## config.mk

```make
export PLATFORM = sky130hd
export DESIGN_NAME = mwmul_mac
export DESIGN_NICKNAME = d
export VERILOG_FILES = /design/src/hw/rtl/mwmul_pkg.sv /design/src/hw/rtl/mwmul_mac.sv
export SDC_FILE = /design/constraint.sdc
export NUM_CORES = 2
export LEC_CHECK = 0
export BUFFER_PORTS_ARGS = -buffer_cell sky130_fd_sc_hd__buf_4
export CORE_MARGIN = 3
export CORE_UTILIZATION = 43
export DETAILED_ROUTE_END_ITERATION = 12
export GPL_TIMING_DRIVEN = 0
export HOLD_SLACK_MARGIN = 0.12
export SLEW_MARGIN = 20
export SYNTH_ARGS = -nofsm -noshare
export SYNTH_HDL_FRONTEND = slang
export SYNTH_SLANG_ARGS = --single-unit
```

## constraint.sdc

```tcl
create_clock -name clk -period 3.3 [get_ports clk]
set_clock_uncertainty 0.05 [all_clocks]
set_input_delay 0 -clock clk [delete_from_list [all_inputs] [get_ports clk]]
set_output_delay 0 -clock clk [all_outputs]
set_load 0.03 [all_outputs]
```

## src/hw/rtl/mwmul_pkg.sv

```systemverilog
package mwmul_pkg;

	localparam int LIMB_W  = 32;
	localparam int INDEX_W = 8;

	typedef logic [LIMB_W-1:0] limb_t;

	typedef enum logic [1:0] {
		FUNC_LOAD = 2'd0,
		FUNC_MUL  = 2'd1,
		FUNC_READ = 2'd2
	} func_t;

	typedef struct packed {
		func_t              func;
		logic [INDEX_W-1:0] index;
		limb_t              a_limb;
		limb_t              b_limb;
	} req_t;

	typedef struct packed {
		limb_t product_limb;
		logic  read_valid;
	} rsp_t;

	// control from the row sequencer into the multiply-accumulate pipe
	typedef struct packed {
		logic issue;
		logic first_row;
		logic clear_carry;
	} mac_ctl_t;

	typedef struct packed {
		logic busy;
		logic wr_en;
	} mac_sts_t;

endpackage

```

## src/hw/rtl/mwmul_mac.sv

```systemverilog
module mwmul_mac import mwmul_pkg::*; #(
	parameter int PW = 8
) (
	input  logic                  clk,
	input  logic                  arst_n,
	input  mac_ctl_t              ctl,
	input  logic [PW-1:0]         addr,
	input  limb_t                 a_op,
	input  limb_t                 b_op,
	input  limb_t                 acc_in,
	output mac_sts_t              sts,
	output logic [PW-1:0]         wr_addr,
	output limb_t                 wr_data,
	output limb_t                 carry
);

	logic                    v_s1, v_s2, v_s3;
	logic                    first_s1;
	logic [PW-1:0]           addr_s1, addr_s2, addr_s3;
	logic [2*LIMB_W-1:0]     prod_s2;
	limb_t                   acc_s2;
	logic [2*LIMB_W-1:0]     sum_s3;
	logic [2*LIMB_W-1:0]     total;
	limb_t                   carry_q;

	always_ff @(posedge clk or negedge arst_n) begin
		if (!arst_n) begin
			v_s1 <= 1'b0;
			v_s2 <= 1'b0;
			v_s3 <= 1'b0;
		end else begin
			v_s1 <= ctl.issue;
			v_s2 <= v_s1;
			v_s3 <= v_s2;
		end
	end

	// s1 sees the memory read data, s2 holds the product, s3 folds in the carry
	always_ff @(posedge clk) begin
		first_s1 <= ctl.first_row;
		addr_s1  <= addr;
		addr_s2  <= addr_s1;
		addr_s3  <= addr_s2;
		prod_s2  <= 64'(a_op) * 64'(b_op);
		// the first row starts from an empty accumulator
		acc_s2   <= first_s1 ? '0 : acc_in;
		sum_s3   <= prod_s2 + 64'(acc_s2);
	end

	assign total = sum_s3 + 64'(carry_q);

	always_ff @(posedge clk or negedge arst_n) begin
		if (!arst_n) begin
			carry_q <= '0;
		end else if (ctl.clear_carry) begin
			carry_q <= '0;
		end else if (v_s3) begin
			carry_q <= total[2*LIMB_W-1:LIMB_W];
		end
	end

	assign sts.busy  = v_s1 | v_s2 | v_s3;
	assign sts.wr_en = v_s3;
	assign wr_addr   = addr_s3;
	assign wr_data   = total[LIMB_W-1:0];
	assign carry     = carry_q;

endmodule

```

# Yosys cells after proc, flatten, opt, wreduce, memory -nomap -nowiden

Cells that the tools add are included.

Register bits: 220
Latch bits: 0
Memory bits (writable): 0
ROM bits: 0
Input bits: 109
Output and inout port bits: 74
Logic and storage cells: 19
Memories kept: 0

Add/subtract/negate cells: 2
Multipliers: 1
Div/mod/pow operators: 0
Order comparisons: 0
Equality and inequality tests: 0
Shift operators: 0
Muxes and demuxes: 2
Bitwise gates (word level): 2
Reduce and logical (&&, ||, !) cells: 1

Operators with widths:

| kind                                           | number |
|---|---|
| 64-bit by 32-bit adder with 64-bit output      | 2 |
| 32-bit by 32-bit multiplier with 64-bit output | 1 |
| 32-bit 2-to-1 mux                              | 2 |
| 1-bit OR                                       | 2 |
| 2-bit nonzero test                             | 1 |

# Depth between registers and ports, before layout

Word-level depth: 3
Gate-level depth with buffers: 27
Gate-level depth less buffers: 25

# Worst setup path before layout

Ideal clock, no wire load.

Path kind: input-to-reg
Start: input port a_op[29]
End: register prod_s2[57]
Library setup time: 72 ps
Data arrival time: 6,628 ps
Data required time: 3,178 ps
Path slack: -3,451 ps
Cell stages on the path: 26
Buffers on the path: 2
Cells stage by stage: clkbuf_1 > nand2_1 > fa_1 > inv_1 > fa_1 > inv_1 > fa_1 > fa_1 > inv_1 > fa_1 > fa_1 > fa_1 > inv_1 > fa_1 > inv_1 > ha_1 > clkbuf_1 > a21o_1 > o21bai_1 > a221oi_1 > o31ai_1 > a21oi_1 > a311oi_1 > or3_1 > a21oi_1 > xnor2_1

Longest elaborated chain between the ends: 1

Ends and longest elaborated chain:

| what                                           | RTL line        | source |
|---|---|---|
| start, declared                                | mwmul_mac.sv:8  | `input limb_t a_op,` |
| 32-bit by 32-bit multiplier with 64-bit output | mwmul_mac.sv:44 | `prod_s2 <= 64'(a_op) * 64'(b_op);` |
| end signal, assigned                           | mwmul_mac.sv:44 |  |
| end, declared                                  | mwmul_mac.sv:20 | `logic [2*LIMB_W-1:0] prod_s2;` |

No other way between the ends.
A chain may end at the register's enable or synchronous reset.

# Final worst setup path

Start: input port a_op[30]
End: register prod_s2[57]

Same word-level chain as after synthesis.

==> run_results.csv <==
group,metric,value,unit
floorplanning,initial_core_util,43.6,%
run,drv_cap,0,
synthesis,synth_nets,6019,
clock_network,cts.htree.levels,1,
worst_setup_path,crit_arrival,7010,ps
grt,use_met3,7.87,%
sta,rsz0062_at_grt,"true",
synthesis,ys_ff_latch,220,
synthesis,synth_fa_ha_area_share,51.2,%
worst_setup_path,critPathSlowestCell,"fa_1",
worst_hold_path,hp-class,"input port to flip-flop",
worst_setup_path,cp-end-kind,"flip-flop",
worst_setup_path,rr_endpoint,"carry[17]",
placed_design,io_buffers,182,
finish,fill_cells,8884,
clock_network,clock-sinks,220,
sta,period_share,201,%
synthesis,async_flop_share,15.9,%
drt,wl_per_cell,26.1,um
drt,wl,168000,um
synthesis,synth_top_family_by_area,"adder cells",
worst_setup_path,critical_path.endpoint,"prod_s2[57]",
floorplanning,rows,115,
drt,post-route-drc-count,0,
sta,fin_tns_setup,-150690,ps
clock_network,clock_latency,510,ps
grt,grt_pass1_wl,240000,um
worst_setup_path,ff2ff_setup_slack,20,ps
sta,slew_violations,0,
worst_setup_path,crit_buf_inv,4,
worst_setup_path,rr_worst_depth,11,
finish,area_growth,24.9,%
worst_setup_path,critical_path.top_delay_family,"adder cells",
synthesis,synth_flop_cell,"dfxtp_1",
synthesis,synth-simple-area-share,18.0,%
synthesis,synth_compound_area_share,6.75,%
clock_network,clockBufferDepth,3,
synthesis,syn_avg_cell_area,9.20,sq um
sta,worst_pin_slew,945,ps
drt,ant_nets,0,
grt,gr-usage-met1,39.8,%
synthesis,ys_seq_area_share,10.6,%
floorplanning,core_region_area,98900,sq um
worst_setup_path,start_kind,"input port",
sta,worst_slack,-3330,ps
placed_design,hpwl,132000,um
worst_setup_path,cp_data_required_time,3680,ps
worst_setup_path,worst-path-stages,23,
synthesis,synthCells,4685,
drt,routed_via_density,5.41,
grt,use_met2,50.9,%
finish,nNetsFinal,6440,
drt,drt_iter0_markers,2858,
synthesis,yosys_warnings,0,
placed_design,globalplace.congestion,1.03,
floorplanning,die_y,323,um
floorplanning,ios,183,
grt,grt_antenna_before_repair,9,
grt,grt_pass1_vias,36000,
drt,firstDrtPassIters,6,
sta,finalHoldViolCount,0,
clock_network,clkSlewWorstSetupHoldPaths,60,ps
sta,max_freq,0.151,GHz
sta,slew_headroom,37.0,%
drt,route.vias.total,34800,
sta,finalSetupViolations,62,
finish,drive_above_1_share,19.9,%
grt,grt.overflow.total,0,
synthesis,yosys-mux-area-fraction,0.0232,%
status,violations,"setup timing",
worst_setup_path,max_stage_delay,600,ps
worst_setup_path,worstPathCellList,"buf_4, clkbuf_4, and2_1, fa_1, inv_1, fa_1, fa_1, fa_1, inv_1, fa_1, fa_1, fa_2, ha_1, ha_2, a21o_1, a211o_1, a221oi_4, o31ai_4, a21oi_2, a311oi_2, or3_4, a21oi_2, xnor2_1",
sta,min_period,6630,ps
worst_setup_path,critical_path_class,"input port to flip-flop",
grt,grtUsageTotal,31.9,%
worst_setup_path,cp_max_fo,10,
clock_network,numCtsBuffers,20,
synthesis,synth_xor_area_share,3.37,%
floorplanning,die_x,323,um
worst_setup_path,crit_path_frequent_cell,"fa_1",
status,run_status,"finished with violations",
synthesis,synth_edf_count,0,
grt,busiest_layer,"met2",
floorplanning,die-area,104000,sq um
worst_setup_path,critPathLaunch,"a_op[30]",
worst_setup_path,r2r_start,"carry[7]",
clock_network,cts_tree,"built",
synthesis,yosysUniqueCellTypes,87,
grt,grt_max_degree,36,
synthesis,syn-cell-area,43100,sq um
clock_network,root_buffer,"clkbuf_16",
-- flip-flops by register name, summed over array words and instances (netlist names) --
register  cells
v_s2          1
v_s1          1
sum_s3       64
v_s3          1
carry        32
wr_addr       8
prod_s2      64
addr_s1       8
acc_s2       32
first_s1      1
addr_s2       8
-- final cells by class --
type                       count  area, sq um  share of cell area [%]
multi-input combinational   3321        36200                    67.3
clock inverter                 4         82.6                   0.153
antenna                       18         45.0                  0.0837
buffer                       241         3590                    6.67
timing repair buffer         410         3690                    6.86
sequential                   220         4590                    8.52
clock buffer                  32          637                    1.18
inverter                     892         3350                    6.22
tap                         1287         1610                    2.99
-- worst min path at each step --
stage | start | endpoint | slack, ps | cells past startpoint
finish | acc_in[31] | acc_s2[31] | 210 | 3
global route | acc_in[31] | acc_s2[31] | 210 | 3
CTS | acc_in[14] | acc_s2[14] | 190 | 3
floorplan | arst_n | carry[0] | -350 | 0
detailed placement | arst_n | v_s3 | -70 | 1
global placement | arst_n | v_s3 | -80 | 1
-- routing by layer --
layer / vias to the layer above / share of wire [%]
li1: 15100 / -
met1: 17500 / 38
met2: 1792 / 45
met3: 441 / 10
met4: 4 / 7.1
met5: - / 0.012
-- synth_stat cells, types with 51 or more instances --
master,count,area share [%]
a21o_1,62,1.1
a21oi_1,118,1.4
and2_1,601,8.7
clkbuf_1,240,2.1
dfxtp_1,185,8.6
fa_1,898,42
ha_1,327,9.5
inv_1,892,7.8
nand2_1,531,4.6
nand3_1,51,0.59
nor2_1,99,0.86
o21ai_0,86,1.0
xnor2_1,91,1.8
xor2_1,75,1.5
-- cells by family (layout without fill, tap and decap cells) --
family,count (synthesis),in the layout
AOI/OAI and AO/OA,442,442
other,0,18
muxes,1,1
DFF,220,220
and+or+nand+nor,1487,1487
buffers and inverters,1144,1579
xor gates and xnor gates,166,166
adders and majority gates,1225,1225
-- worst min-delay path, cell delays in order --
cell and delay [ps]:
dlygate4sd3_1 530, buf_4 100, nor2b_1 100
-- cells in the final DEF (no fill, tap or decap), types with 34 or more instances in the layout --
master / netlist / routed
xor2_1: 75 / 73
clkbuf_16: 0 / 92
nand4_1: 34 / 34
a21o_1: 62 / 61
ha_4: 0 / 37
nand3_1: 51 / 46
nand2_1: 531 / 516
nor2_1: 99 / 90
and2_1: 601 / 531
and2_4: 0 / 70
nor2b_1: 46 / 44
ha_1: 327 / 281
clkbuf_1: 240 / 39
buf_4: 1 / 296
clkbuf_8: 3 / 55
fa_2: 0 / 85
xnor2_1: 91 / 85
dlygate4sd3_1: 0 / 56
fa_1: 898 / 813
a21oi_1: 118 / 79
buf_8: 0 / 38
dfxtp_1: 185 / 185
inv_2: 0 / 37
o21ai_0: 86 / 56
buf_6: 2 / 53
inv_1: 892 / 855
-- repair_timing --
item                       4_1_cts  5_1_grt
hold endpoints to repair       110        0
setup endpoints to repair      112      121
gates resized for setup        588      298
pin swaps                      159      162
hold buffers                    57        0
cloned                           4        6
setup buffers                   85       79
-- per-stage QoR --
| step | hold slack, ps | worst slack [ps] | cell area, sq um | std cells | utilization [%] |
|---|---|---|---|---|---|
| 2_1_floorplan | -346 | -3240 | 44400 | 4685 | - |
| 3_3_place_gp | -76.1 | -4820 | 47400 | 6154 | 47.9 |
| 3_5_place_dp | -73.9 | -4890 | 47400 | 6154 | 47.9 |
| 4_1_cts | 188 | -3290 | 52200 | 6329 | 52.8 |
| 5_1_grt | 207 | -3460 | 53800 | 6410 | 54.4 |
| 6_report | 207 | -3330 | 53800 | 6425 | 54.5 |
Power is left out: the tool's default activity adds up to more than one toggle a clock period on the data nets, which glitch-free logic cannot reach.
